**src/sv/pic_pkg.sv**
```systemverilog
// ============================================================================
// pic_pkg - shared types and constants for the PE checksum finisher
// Header offsets, signature bytes, status codes and inter-module structs.
// ============================================================================
`timescale 1ns / 1ps
`default_nettype none

package pic_pkg;

  // header layout
  localparam int HDR_BYTES    = 64;
  localparam int OPT_FROM_PE  = 24;
  localparam int CSUM_FROM_PE = 88;
  localparam int LK_READS     = 6;

  localparam logic [7:0]  CHAR_M     = 8'h4d;
  localparam logic [7:0]  CHAR_Z     = 8'h5a;
  localparam logic [15:0] MAGIC_PE32 = 16'h010b;
  localparam logic [15:0] MAGIC_PE64 = 16'h020b;

  localparam logic [2:0] LK_LAST_STEP = 3'd7;

  // result status codes
  localparam logic [2:0] STAT_NOT_PE  = 3'd0;
  localparam logic [2:0] STAT_NO_OPT  = 3'd1;
  localparam logic [2:0] STAT_TRUNC   = 3'd2;
  localparam logic [2:0] STAT_NO_SUM  = 3'd3;
  localparam logic [2:0] STAT_RECOMP  = 3'd4;

  typedef enum logic [0:0] {
    ST_RUN,
    ST_LOOK
  } pic_state_t;

  typedef struct packed {
    logic        en;
    logic [5:0]  addr;
    logic [7:0]  data;
  } pic_hdr_wr_t;

  typedef struct packed {
    logic        start;
    logic [31:0] at;
    logic        base_ok;
  } pic_lk_req_t;

  typedef struct packed {
    logic        done;
    logic        sig_ok;
    logic [15:0] magic;
  } pic_lk_res_t;

  typedef struct packed {
    logic [2:0]  status;
    logic [31:0] new_checksum;
  } pic_res_t;

  // expected "PE\0\0" byte
  function automatic logic [7:0] pic_sig_byte(input logic [1:0] idx);
    logic [7:0] v;
    case (idx)
      2'd0:    v = 8'h50;
      2'd1:    v = 8'h45;
      default: v = 8'h00;
    endcase
    return v;
  endfunction

  // distance from the PE offset for each lookup read
  function automatic logic [4:0] pic_lk_offset(input logic [2:0] idx);
    logic [4:0] v;
    case (idx)
      3'd0:    v = 5'd0;
      3'd1:    v = 5'd1;
      3'd2:    v = 5'd2;
      3'd3:    v = 5'd3;
      3'd4:    v = 5'(OPT_FROM_PE);
      3'd5:    v = 5'(OPT_FROM_PE + 1);
      default: v = 5'd0;
    endcase
    return v;
  endfunction

endpackage

`default_nettype wire

```
**src/sv/pic_in_if.sv**
```systemverilog
// ============================================================================
// pic_in_if - byte stream channel
// valid/ready handshake carrying one file byte and its last marker.
// ============================================================================
`timescale 1ns / 1ps
`default_nettype none

interface pic_in_if;
  logic       valid;
  logic       ready;
  logic [7:0] data_byte;
  logic       is_last;

  modport source (output valid, output data_byte, output is_last, input ready);
  modport sink   (input valid, input data_byte, input is_last, output ready);
endinterface

`default_nettype wire

```
**src/sv/pic_out_if.sv**
```systemverilog
// ============================================================================
// pic_out_if - checksum result channel
// valid/ready handshake carrying status and recomputed checksum.
// ============================================================================
`timescale 1ns / 1ps
`default_nettype none

interface pic_out_if;
  logic        valid;
  logic        ready;
  logic [2:0]  status;
  logic [31:0] new_checksum;

  modport source (output valid, output status, output new_checksum, input ready);
  modport sink   (input valid, input status, input new_checksum, output ready);
endinterface

`default_nettype wire

```
**src/sv/pe_image_checksum_finisher.sv**
```systemverilog
// ============================================================================
// pe_image_checksum_finisher - PE image checksum recompute
// Streams a file byte by byte, validates the PE headers and returns the
// status and the folded word sum plus length on the last byte.
// ============================================================================
//
//  channel   dir   modport  payload                     transaction
//  --------  ----  -------  --------------------------  ------------------------
//  in_chan   in    sink     data_byte[7:0], is_last     one file byte
//  out_chan  out   source   status[2:0], new_checksum   one result per file
//
//  Cycles: one byte per cycle. After byte 63 of a file (and after every
//  wrap of the position counter past that point) the input stalls while
//  the header store is read, one read per cycle on its single port. A
//  result is registered when the last byte is accepted, or at the end of
//  that lookup when the file is exactly 64 bytes long.
//  Reset: synchronous, active low; clears all per-file state. The header
//  store is not cleared: it is always fully written before it is read.
//  Stalls: a two-entry output (register plus skid) lets input keep flowing
//  while a result waits; on the output side, input stops only when both entries are full.
//
`timescale 1ns / 1ps
`default_nettype none

module pe_image_checksum_finisher
  import pic_pkg::*;
#(
  parameter int LENGTH_BITS = 32
) (
  input  wire logic  clk,
  input  wire logic  rst_n,
  pic_in_if.sink     in_chan,
  pic_out_if.source  out_chan
);

  // wide enough for offset + 92 against any length without overflow
  localparam int CW = 34;

  // --------------------------------------------------------------------------
  // helpers
  // --------------------------------------------------------------------------
  function automatic logic [16:0] fold16(input logic [17:0] s);
    return 17'(s[15:0]) + 17'(s[17:16]);
  endfunction

  // status and checksum from the post-byte file state
  function automatic pic_res_t finish(
    input logic [LENGTH_BITS-1:0] len,
    input logic [16:0]            sum,
    input logic [7:0]             pend,
    input logic                   ok,
    input logic [31:0]            at,
    input logic [15:0]            magic,
    input logic [31:0]            stored
  );
    logic [16:0]   s1;
    logic [16:0]   s2;
    logic [CW-1:0] lx;
    logic [CW-1:0] ax;
    logic [15:0]   mag;
    pic_res_t      r;
    // odd length: trailing byte still pending, added alone
    s1 = fold16(18'(sum) + 18'(len[0] ? pend : 8'h00));
    s2 = fold16(18'(s1));
    lx = CW'(len);
    ax = CW'(at);
    mag = '0;
    r.status       = STAT_NOT_PE;
    r.new_checksum = '0;
    if ((lx < CW'(HDR_BYTES)) || !ok || (ax + CW'(OPT_FROM_PE) > lx)) begin
      r.status = STAT_NOT_PE;
    end else begin
      // magic cut off by end of file reads as zero
      mag = (ax + CW'(OPT_FROM_PE + 2) <= lx) ? magic : 16'h0000;
      if ((mag != MAGIC_PE32) && (mag != MAGIC_PE64)) begin
        r.status = STAT_NO_OPT;
      end else if (ax + CW'(CSUM_FROM_PE + 4) > lx) begin
        r.status = STAT_TRUNC;
      end else if (stored == '0) begin
        r.status = STAT_NO_SUM;
      end else begin
        r.status       = STAT_RECOMP;
        r.new_checksum = 32'(CW'(s2) + lx);
      end
    end
    return r;
  endfunction

  // --------------------------------------------------------------------------
  // state
  // --------------------------------------------------------------------------
  pic_state_t              state_r, state_nxt;

  logic [LENGTH_BITS-1:0]  pos_r, pos_nxt;
  logic [7:0]              pend_r, pend_nxt;
  logic [16:0]             sum_r, sum_nxt;
  logic [31:0]             at_r, at_nxt;
  logic                    ok_r, ok_nxt;
  logic [15:0]             magic_r, magic_nxt;
  logic [31:0]             stored_r, stored_nxt;
  logic                    lk_last_r, lk_last_nxt;

  // fixed header bytes: MZ mark and the low three offset bytes
  logic [7:0]              h0_r, h1_r, h60_r, h61_r, h62_r;

  // output register plus skid entry
  logic                    out_valid_r, out_valid_nxt;
  pic_res_t                out_res_r, out_res_nxt;
  logic                    skid_valid_r, skid_valid_nxt;
  pic_res_t                skid_res_r, skid_res_nxt;

  logic                    in_ready;
  logic                    lk_start;
  logic                    acc;
  logic                    pop;
  logic                    push;
  pic_res_t                push_res;

  pic_hdr_wr_t             hdr_wr;
  pic_lk_req_t             lk_req;
  pic_lk_res_t             lk_res;

  // --------------------------------------------------------------------------
  // per-byte datapath
  // --------------------------------------------------------------------------
  logic [7:0]              b;
  logic                    last;
  logic [LENGTH_BITS-1:0]  pos_inc;
  logic                    p_in_hdr;
  logic                    p_hdr_end;
  logic [31:0]             at_new;
  logic [CW-1:0]           d_sig, d_mag, d_cs;
  logic                    sig_hit, mag_hit, cs_hit, skip;
  logic [16:0]             sum_step;
  logic [7:0]              pend_step;
  logic                    ok_step;
  logic [15:0]             magic_step;
  logic [31:0]             stored_step;

  assign b         = in_chan.data_byte;
  assign last      = in_chan.is_last;
  assign acc       = in_chan.valid && in_ready;
  assign pop       = out_valid_r && out_chan.ready;
  assign pos_inc   = pos_r + LENGTH_BITS'(1);
  assign p_in_hdr  = (pos_r[LENGTH_BITS-1:6] == '0);
  assign p_hdr_end = (pos_r == LENGTH_BITS'(HDR_BYTES - 1));
  assign at_new    = {b, h62_r, h61_r, h60_r};

  // distances from the signature, magic and checksum field; a sign bit of
  // zero with the low bits masked off means "inside that window"
  assign d_sig = CW'(pos_r) - CW'(at_r);
  assign d_mag = CW'(pos_r) - (CW'(at_r) + CW'(OPT_FROM_PE));
  assign d_cs  = CW'(pos_r) - (CW'(at_r) + CW'(CSUM_FROM_PE));

  assign sig_hit = !p_in_hdr && (d_sig[CW-1:2] == '0);
  assign mag_hit = !p_in_hdr && (d_mag[CW-1:1] == '0);
  assign cs_hit  = !p_in_hdr && (d_cs[CW-1:2] == '0);
  // the two checksum words count as zero when they start on an even byte
  assign skip    = cs_hit && pos_r[0] && d_cs[0];

  always_comb begin
    sum_step    = sum_r;
    pend_step   = pend_r;
    ok_step     = ok_r;
    magic_step  = magic_r;
    stored_step = stored_r;
    if (!pos_r[0]) begin
      pend_step = b;
    end else if (!skip) begin
      sum_step = fold16(18'(sum_r) + 18'({b, pend_r}));
    end
    if (sig_hit && (b != pic_sig_byte(d_sig[1:0]))) begin
      ok_step = 1'b0;
    end
    if (mag_hit) begin
      if (!d_mag[0]) begin
        magic_step[7:0] = b;
      end else begin
        magic_step[15:8] = b;
      end
    end
    if (cs_hit) begin
      case (d_cs[1:0])
        2'd0:    stored_step[7:0]   = b;
        2'd1:    stored_step[15:8]  = b;
        2'd2:    stored_step[23:16] = b;
        default: stored_step[31:24] = b;
      endcase
    end
  end

  // --------------------------------------------------------------------------
  // file state update
  // --------------------------------------------------------------------------
  always_comb begin
    pos_nxt     = pos_r;
    pend_nxt    = pend_r;
    sum_nxt     = sum_r;
    at_nxt      = at_r;
    ok_nxt      = ok_r;
    magic_nxt   = magic_r;
    stored_nxt  = stored_r;
    lk_last_nxt = lk_last_r;
    push        = 1'b0;
    push_res    = '0;
    if (acc) begin
      pos_nxt    = pos_inc;
      pend_nxt   = pend_step;
      sum_nxt    = sum_step;
      ok_nxt     = ok_step;
      magic_nxt  = magic_step;
      stored_nxt = stored_step;
      if (p_hdr_end) begin
        // header complete: offset known, lookup fills ok/magic
        at_nxt      = at_new;
        lk_last_nxt = last;
      end else if (last) begin
        push     = 1'b1;
        push_res = finish(pos_inc, sum_step, pend_step, ok_step, at_r,
                          magic_step, stored_step);
        pos_nxt    = '0;
        pend_nxt   = '0;
        sum_nxt    = '0;
        at_nxt     = '0;
        ok_nxt     = 1'b0;
        magic_nxt  = '0;
        stored_nxt = '0;
      end
    end else if (lk_res.done) begin
      ok_nxt      = lk_res.sig_ok;
      magic_nxt   = lk_res.magic;
      lk_last_nxt = 1'b0;
      if (lk_last_r) begin
        // file ended on byte 63
        push     = 1'b1;
        push_res = finish(pos_r, sum_r, pend_r, lk_res.sig_ok, at_r,
                          lk_res.magic, stored_r);
        pos_nxt    = '0;
        pend_nxt   = '0;
        sum_nxt    = '0;
        at_nxt     = '0;
        ok_nxt     = 1'b0;
        magic_nxt  = '0;
        stored_nxt = '0;
      end
    end
  end

  always_ff @(posedge clk) begin
    if (!rst_n) begin
      pos_r     <= '0;
      pend_r    <= '0;
      sum_r     <= '0;
      at_r      <= '0;
      ok_r      <= 1'b0;
      magic_r   <= '0;
      stored_r  <= '0;
      lk_last_r <= 1'b0;
    end else begin
      pos_r     <= pos_nxt;
      pend_r    <= pend_nxt;
      sum_r     <= sum_nxt;
      at_r      <= at_nxt;
      ok_r      <= ok_nxt;
      magic_r   <= magic_nxt;
      stored_r  <= stored_nxt;
      lk_last_r <= lk_last_nxt;
    end
  end

  // fixed-position header bytes
  always_ff @(posedge clk) begin
    if (acc && p_in_hdr) begin
      case (pos_r[5:0])
        6'd0:    h0_r  <= b;
        6'd1:    h1_r  <= b;
        6'd60:   h60_r <= b;
        6'd61:   h61_r <= b;
        6'd62:   h62_r <= b;
        default: ;
      endcase
    end
  end

  // --------------------------------------------------------------------------
  // header store and lookup
  // --------------------------------------------------------------------------
  assign hdr_wr.en   = acc && p_in_hdr;
  assign hdr_wr.addr = pos_r[5:0];
  assign hdr_wr.data = b;

  assign lk_req.start   = lk_start;
  assign lk_req.at      = at_new;
  assign lk_req.base_ok = (h0_r == CHAR_M) && (h1_r == CHAR_Z) && (at_new != '0);

  pic_hdr_lookup u_lookup (
    .clk   (clk),
    .rst_n (rst_n),
    .wr    (hdr_wr),
    .req   (lk_req),
    .res   (lk_res)
  );

  // --------------------------------------------------------------------------
  // control FSM
  // --------------------------------------------------------------------------
  always_comb begin
    state_nxt = state_r;
    case (state_r)
      ST_RUN: begin
        if (acc && p_hdr_end) begin
          state_nxt = ST_LOOK;
        end
      end
      ST_LOOK: begin
        if (lk_res.done) begin
          state_nxt = ST_RUN;
        end
      end
      default: state_nxt = ST_RUN;
    endcase
  end

  always_comb begin
    in_ready = 1'b0;
    lk_start = 1'b0;
    case (state_r)
      ST_RUN: begin
        in_ready = !skid_valid_r;
        lk_start = in_chan.valid && !skid_valid_r && p_hdr_end;
      end
      ST_LOOK: begin
        in_ready = 1'b0;
        lk_start = 1'b0;
      end
      default: begin
        in_ready = 1'b0;
        lk_start = 1'b0;
      end
    endcase
  end

  always_ff @(posedge clk) begin
    if (!rst_n) begin
      state_r <= ST_RUN;
    end else begin
      state_r <= state_nxt;
    end
  end

  assign in_chan.ready = in_ready;

  // --------------------------------------------------------------------------
  // output register and skid
  // --------------------------------------------------------------------------
  always_comb begin
    out_valid_nxt  = out_valid_r;
    out_res_nxt    = out_res_r;
    skid_valid_nxt = skid_valid_r;
    skid_res_nxt   = skid_res_r;
    if (!out_valid_r || pop) begin
      if (skid_valid_r) begin
        out_valid_nxt  = 1'b1;
        out_res_nxt    = skid_res_r;
        skid_valid_nxt = 1'b0;
      end else if (push) begin
        out_valid_nxt = 1'b1;
        out_res_nxt   = push_res;
      end else begin
        out_valid_nxt = 1'b0;
      end
    end else if (push) begin
      skid_valid_nxt = 1'b1;
      skid_res_nxt   = push_res;
    end
  end

  always_ff @(posedge clk) begin
    if (!rst_n) begin
      out_valid_r  <= 1'b0;
      skid_valid_r <= 1'b0;
    end else begin
      out_valid_r  <= out_valid_nxt;
      skid_valid_r <= skid_valid_nxt;
    end
  end

  always_ff @(posedge clk) begin
    out_res_r  <= out_res_nxt;
    skid_res_r <= skid_res_nxt;
  end

  assign out_chan.valid        = out_valid_r;
  assign out_chan.status       = out_res_r.status;
  assign out_chan.new_checksum = out_res_r.new_checksum;

  // --------------------------------------------------------------------------
  // assertions
  // --------------------------------------------------------------------------
  a_push_room: assert property (@(posedge clk) disable iff (!rst_n)
    push |-> !skid_valid_r)
    else $error("result pushed with skid full");

  a_skid_order: assert property (@(posedge clk) disable iff (!rst_n)
    skid_valid_r |-> out_valid_r)
    else $error("skid holds a result while output is empty");

  a_done_in_look: assert property (@(posedge clk) disable iff (!rst_n)
    lk_res.done |-> (state_r == ST_LOOK))
    else $error("lookup done outside lookup state");

  a_start_enters: assert property (@(posedge clk) disable iff (!rst_n)
    lk_req.start |=> (state_r == ST_LOOK) && !in_ready)
    else $error("lookup start did not stall input");

endmodule

`default_nettype wire

```
**src/sv/pic_hdr_lookup.sv**
```systemverilog
// ============================================================================
// pic_hdr_lookup - header store and signature/magic lookup
// Holds the first 64 bytes; after byte 63 reads the PE signature and magic
// bytes that fall inside the store, one read per cycle.
// ============================================================================
`timescale 1ns / 1ps
`default_nettype none

module pic_hdr_lookup
  import pic_pkg::*;
(
  input  wire logic        clk,
  input  wire logic        rst_n,
  input  wire pic_hdr_wr_t wr,
  input  wire pic_lk_req_t req,
  output pic_lk_res_t      res
);

  logic [7:0]  mem [HDR_BYTES];
  logic [7:0]  rd_data_r;
  logic [5:0]  rd_addr;

  logic        act_r;
  logic [2:0]  cnt_r;
  logic [31:0] at_r;
  logic        ok_r;
  logic [15:0] magic_r;

  logic [2:0]  proc_idx;
  logic [32:0] q;
  logic        q_in_hdr;
  logic        proc_en;

  assign rd_addr  = at_r[5:0] + 6'(pic_lk_offset(cnt_r));
  assign proc_idx = cnt_r - 3'd1;
  assign q        = 33'(at_r) + 33'(pic_lk_offset(proc_idx));
  assign q_in_hdr = (q[32:6] == '0);
  assign proc_en  = act_r && (cnt_r != 3'd0) && (cnt_r <= 3'(LK_READS));

  always_ff @(posedge clk) begin
    if (wr.en) begin
      mem[wr.addr] <= wr.data;
    end
    rd_data_r <= mem[rd_addr];
  end

  always_ff @(posedge clk) begin
    if (!rst_n) begin
      act_r <= 1'b0;
      cnt_r <= '0;
    end else if (req.start) begin
      act_r <= 1'b1;
      cnt_r <= '0;
    end else if (act_r) begin
      if (cnt_r == LK_LAST_STEP) begin
        act_r <= 1'b0;
      end
      cnt_r <= cnt_r + 3'd1;
    end
  end

  always_ff @(posedge clk) begin
    if (req.start) begin
      at_r    <= req.at;
      ok_r    <= req.base_ok;
      magic_r <= '0;
    end else if (proc_en && q_in_hdr) begin
      if (proc_idx < 3'd4) begin
        if (rd_data_r != pic_sig_byte(proc_idx[1:0])) begin
          ok_r <= 1'b0;
        end
      end else if (!proc_idx[0]) begin
        magic_r[7:0] <= rd_data_r;
      end else begin
        magic_r[15:8] <= rd_data_r;
      end
    end
  end

  assign res.done   = act_r && (cnt_r == LK_LAST_STEP);
  assign res.sig_ok = ok_r;
  assign res.magic  = magic_r;

  a_start_idle: assert property (@(posedge clk) disable iff (!rst_n)
    req.start |-> !act_r)
    else $error("lookup restarted while busy");

  a_done_ends: assert property (@(posedge clk) disable iff (!rst_n)
    res.done |=> !act_r)
    else $error("lookup still active after done");

  a_no_write_busy: assert property (@(posedge clk) disable iff (!rst_n)
    act_r |-> !wr.en)
    else $error("header store written during lookup");

endmodule

`default_nettype wire
```
**src/flat_wrapper.sv**
```systemverilog
// flat-port wrapper written by rule: the top's interface ports become plain ports
module pe_image_checksum_finisher_flat import pic_pkg::*;
#(
  parameter int LENGTH_BITS = 32
)
  (clk, rst_n, in_chan_valid, in_chan_data_byte, in_chan_is_last, in_chan_ready, out_chan_valid, out_chan_status, out_chan_new_checksum, out_chan_ready);
  pic_in_if in_chan_i ();
  pic_out_if out_chan_i ();
  input  wire logic clk;
  input  wire logic rst_n;
  input wire logic [$bits(in_chan_i.valid)-1:0] in_chan_valid;
  input wire logic [$bits(in_chan_i.data_byte)-1:0] in_chan_data_byte;
  input wire logic [$bits(in_chan_i.is_last)-1:0] in_chan_is_last;
  output wire logic [$bits(in_chan_i.ready)-1:0] in_chan_ready;
  output wire logic [$bits(out_chan_i.valid)-1:0] out_chan_valid;
  output wire logic [$bits(out_chan_i.status)-1:0] out_chan_status;
  output wire logic [$bits(out_chan_i.new_checksum)-1:0] out_chan_new_checksum;
  input wire logic [$bits(out_chan_i.ready)-1:0] out_chan_ready;
  assign in_chan_i.valid = in_chan_valid;
  assign in_chan_i.data_byte = in_chan_data_byte;
  assign in_chan_i.is_last = in_chan_is_last;
  assign in_chan_ready = in_chan_i.ready;
  assign out_chan_valid = out_chan_i.valid;
  assign out_chan_status = out_chan_i.status;
  assign out_chan_new_checksum = out_chan_i.new_checksum;
  assign out_chan_i.ready = out_chan_ready;
  pe_image_checksum_finisher #(.LENGTH_BITS(LENGTH_BITS)) u_core (.clk(clk), .rst_n(rst_n), .in_chan(in_chan_i), .out_chan(out_chan_i));
endmodule
```
**config.mk**
```make
export PLATFORM = sky130hd
export DESIGN_NAME = pe_image_checksum_finisher_flat
export DESIGN_NICKNAME = d
export VERILOG_FILES = /design/src/sv/pic_pkg.sv /design/src/sv/pic_in_if.sv /design/src/sv/pic_out_if.sv /design/src/sv/pe_image_checksum_finisher.sv /design/src/sv/pic_hdr_lookup.sv /design/src/flat_wrapper.sv
export SDC_FILE = /design/constraint.sdc
export NUM_CORES = 2
export LEC_CHECK = 0
export BUFFER_PORTS_ARGS = -buffer_cell sky130_fd_sc_hd__clkbuf_2
export CORE_MARGIN = 4
export CORE_UTILIZATION = 53
export CTS_BUF_LIST = sky130_fd_sc_hd__clkbuf_4 sky130_fd_sc_hd__clkbuf_8
export CTS_CLUSTER_SIZE = 30
export DETAILED_ROUTE_END_ITERATION = 16
export PLACE_DENSITY = 0.71
export SKIP_LAST_GASP = 1
export SYNTH_ARGS = -nofsm -noshare
export SYNTH_HDL_FRONTEND = slang
export SYNTH_HIERARCHICAL = 1
export SYNTH_SLANG_ARGS = --single-unit
```
**constraint.sdc**
```tcl
create_clock -name clk -period 11.5 [get_ports clk]
set_input_delay 2.3 -clock clk [delete_from_list [all_inputs] [get_ports clk]]
set_output_delay 2.3 -clock clk [all_outputs]
set_load 0.02 [all_outputs]
```
==> results.md <==
- Commonest cells in the netlist: edfxtp_1 (655), ha_1 (401), nand2_1 (324)
- CP max FO: 6
- Cells after synthesis: roughly 4.8k
- Footprint of the multi-input gates: ~27000 µm²
- Final hold vios: 0
- IO Port Bufs: slightly below 50
- Clock Skew: approximately 0.089 ns
- Drt total wl: between 150000 and 200000 µm
- Die Y: ~320 µm
- MaxCap Viol Count: 0
- Drt first pass iters: 6
- Fin crit period: 10.92 ns
- Sequential fraction of the synthesis area: 0.445
- EDFF count, synth: between 600 and 700
- Post-Syn Area per Cell: approximately 11 µm²
- Hold_buf cts: 0
- Final nets: between 5k and 6k
- Async set-reset flop share out of synthesis: 0
- Clk buf depth: 3
- Layout cells sized above 1: 0.162
- Critical path launch point type: register
- Vias in the first global route: slightly below 40k
- Crit share post-route: 0.949
- Slew margin rel.: 0.125
- Sequential cell area: around 23000 µm²
- Aggregate global routing overflow: 0
- Initial antenna violation count: 3
- Post-DP HPWL: approximately 120000 µm
- Area share of the largest cell type after synthesis: 0.379
- Peak supply drop: 0.147 mV
- Initial Util: 0.535
- CTS root buf: clkbuf_8
- Final cell count without fillers: ~6.4k
- Post-synth top area cell: edfxtp_1
- Tightest Pin Transition: 1.30 ns
- Vias per cell: about 6.4
- Post-synthesis register bit count: about 830
- Most used DFF post-synth: edfxtp_1
- Slowest stage delay, CP: 0.63 ns
- Crit. End Element: register
- Worst path slowest cell: fa_2
- Largest net degree at the start of global routing: just over 90
- Leak: between 20 and 25 nW
- Crit path DAT: approximately 11 ns
- Total CTS buffers: ~140
- Iter 0 DRT Violations: approximately 4.5k
- Netlist Area Pre-Place: between 50000 and 60000 µm²
- Final Max Slew Viols: 0
- Most instantiated library cell after synthesis: edfxtp_1
- Core Area: between 90000 and 100000 µm²
- Hold Crit Class: register to register
- GPL Wtd Cong: 1.01
- Area delta synth->final: 11.5%
- Clock sink count: between 800 and 900
- Post-DP Area: 54800 µm²
- First-pass GRT wire length: 246000 µm
- Drt drc: 0
- H-tree depth: 4
- Syn_nets: 5216
- Largest cells by area after synthesis: edfxtp_1 (38%), ha_1 (9.7%), dfxtp_1 (6.6%)
- Finished Cell Area: between 50000 and 60000 µm²
- Pwr Density: around 110 nW/µm²
- Fmax: ~90 MHz
- Site Rows: 114
- Fill cell count: a little under 8k
- DRT antenna net count: 0
- Via count: 40.8k
- Synth unique cells: around 120
- WL/cell: around 26 µm
- I/O pins: 50
- CTS clk-pin slew, worst paths: around 0.060 ns
- Total track usage: 0.315
- CTS tree: built
- CP required: around 12 ns
- Clock Latency Late Sink: 0.86 ns
- Placed cells: slightly above 6k
- Die Area: 103000 µm²
- Kind of critical path: register to register
- Final setup viols: 0
- Die width: about 320 µm
- Status: completed
- Ys Warns: 6
[registers in the layout, summed over array words and instances, names as in the netlist, 3 cells and up]
name / flops
u_core/pos_r: 32
u_core/h60_r: 8
u_core/out_chan.status: 3
u_core/u_lookup/magic_r: 16
u_core/skid_res_r: 35
u_core/u_lookup/mem: 512
u_core/sum_r: 17
u_core/h1_r: 8
u_core/h61_r: 8
u_core/stored_r: 32
u_core/h0_r: 8
u_core/pend_r: 8
u_core/h62_r: 8
u_core/u_lookup/cnt_r: 3
u_core/at_r: 32
u_core/u_lookup/rd_data_r: 8
u_core/out_chan.new_checksum: 32
u_core/magic_r: 16
u_core/u_lookup/at_r: 32
[worst paths after layout]
path | startpoint | endpoint | slack (ns) | cells past startpoint
worst max-delay path | u_core/at_r[2] | u_core/out_chan.new_checksum[26] | 0.58 | 51
worst min-delay path | u_core/h60_r[0] | u_core/u_lookup/at_r[0] | 0.48 | 0
worst max register to register | u_core/at_r[2] | u_core/out_chan.new_checksum[26] | 0.58 | 51
worst min register to register | u_core/h60_r[0] | u_core/u_lookup/at_r[0] | 0.48 | 0
[worst max-delay path, delay by kind of cell (launching register included)]
kind,cells,cell delay (ns)
flip-flops,1,0.31
multiplexers,2,0.72
AO/OA/AOI/OAI,19,3.88
AND/OR/NAND/NOR,13,1.95
buffers and inverters,7,0.97
adder cells (fa/ha/maj),8,2.48
XOR/XNOR,2,0.33
[power breakdown]
group | internal [mW] | switching (mW)
Clock | 1.47 | 1.29
Sequential | 3.23 | 0.00839
Combinational | 0.0980 | 0.206
[cells by family (layout without fill, tap and decap cells)]
| kind of cell | after synthesis | in the layout | synth area share |
|---|---|---|---|
| and+or+nand+nor | 1475 | 1475 | 0.149 |
| AOI/OAI and AO/OA | 1083 | 1083 | 0.141 |
| DFF | 825 | 825 | 0.445 |
| buffers and inverters | 462 | 798 | 0.0348 |
| adders and majority gates | 417 | 417 | 0.103 |
| xor gates and xnor gates | 294 | 294 | 0.0500 |
| muxes | 230 | 230 | 0.0773 |
| other | 0 | 1 | 0 |
[cell type report]
type,instances,area share
clock inverter,77,0.0114
clock buffer,180,0.0394
tap,1276,0.0276
inverter,250,0.0162
timing repair buffer,291,0.0361
antenna,1,0.0000432
sequential,825,0.399
multi-input combinational,3499,0.471
[through the flow]
step	hold slack, ns	util	setup TNS (ns)	total power [mW]	worst slack, ns
after CTS	0.460	0.596	0	6.35	0.00312
after floorplan	0.451	-	0	3.46	0.560
final	0.480	0.597	0	6.30	0.582
after detailed placement	0.489	0.565	-3.35	3.60	-0.496
after global placement	0.483	0.565	-1.25	3.59	-0.275
after global routing	0.477	0.597	-0.0158	6.53	-0.0158
[routing by layer]
layer | share of wire | track usage
met5 | 0.000079 | 0
met4 | 0.057 | 0.164
met2 | 0.45 | 0.491
met1 | 0.41 | 0.426
met3 | 0.082 | 0.0528
[cells in the final DEF, fill, tap and decap left out, types with 169 or more instances in the layout]
master | synthesis | routed
inv_1 | 249 | 249
dfxtp_1 | 170 | 169
o21ai_0 | 174 | 173
edfxtp_1 | 655 | 655
xnor2_1 | 224 | 220
ha_1 | 401 | 399
nor2_1 | 281 | 280
a21oi_1 | 232 | 230
buf_4 | 1 | 249
nand2_1 | 324 | 323
[timing repair]
action / 4_1_cts / 5_1_grt
endpoints found under the setup margin: 0 / 34
gates resized for setup: 0 / 26
buffers inserted: 0 / 3
Power figures use the tool's default switching activity.
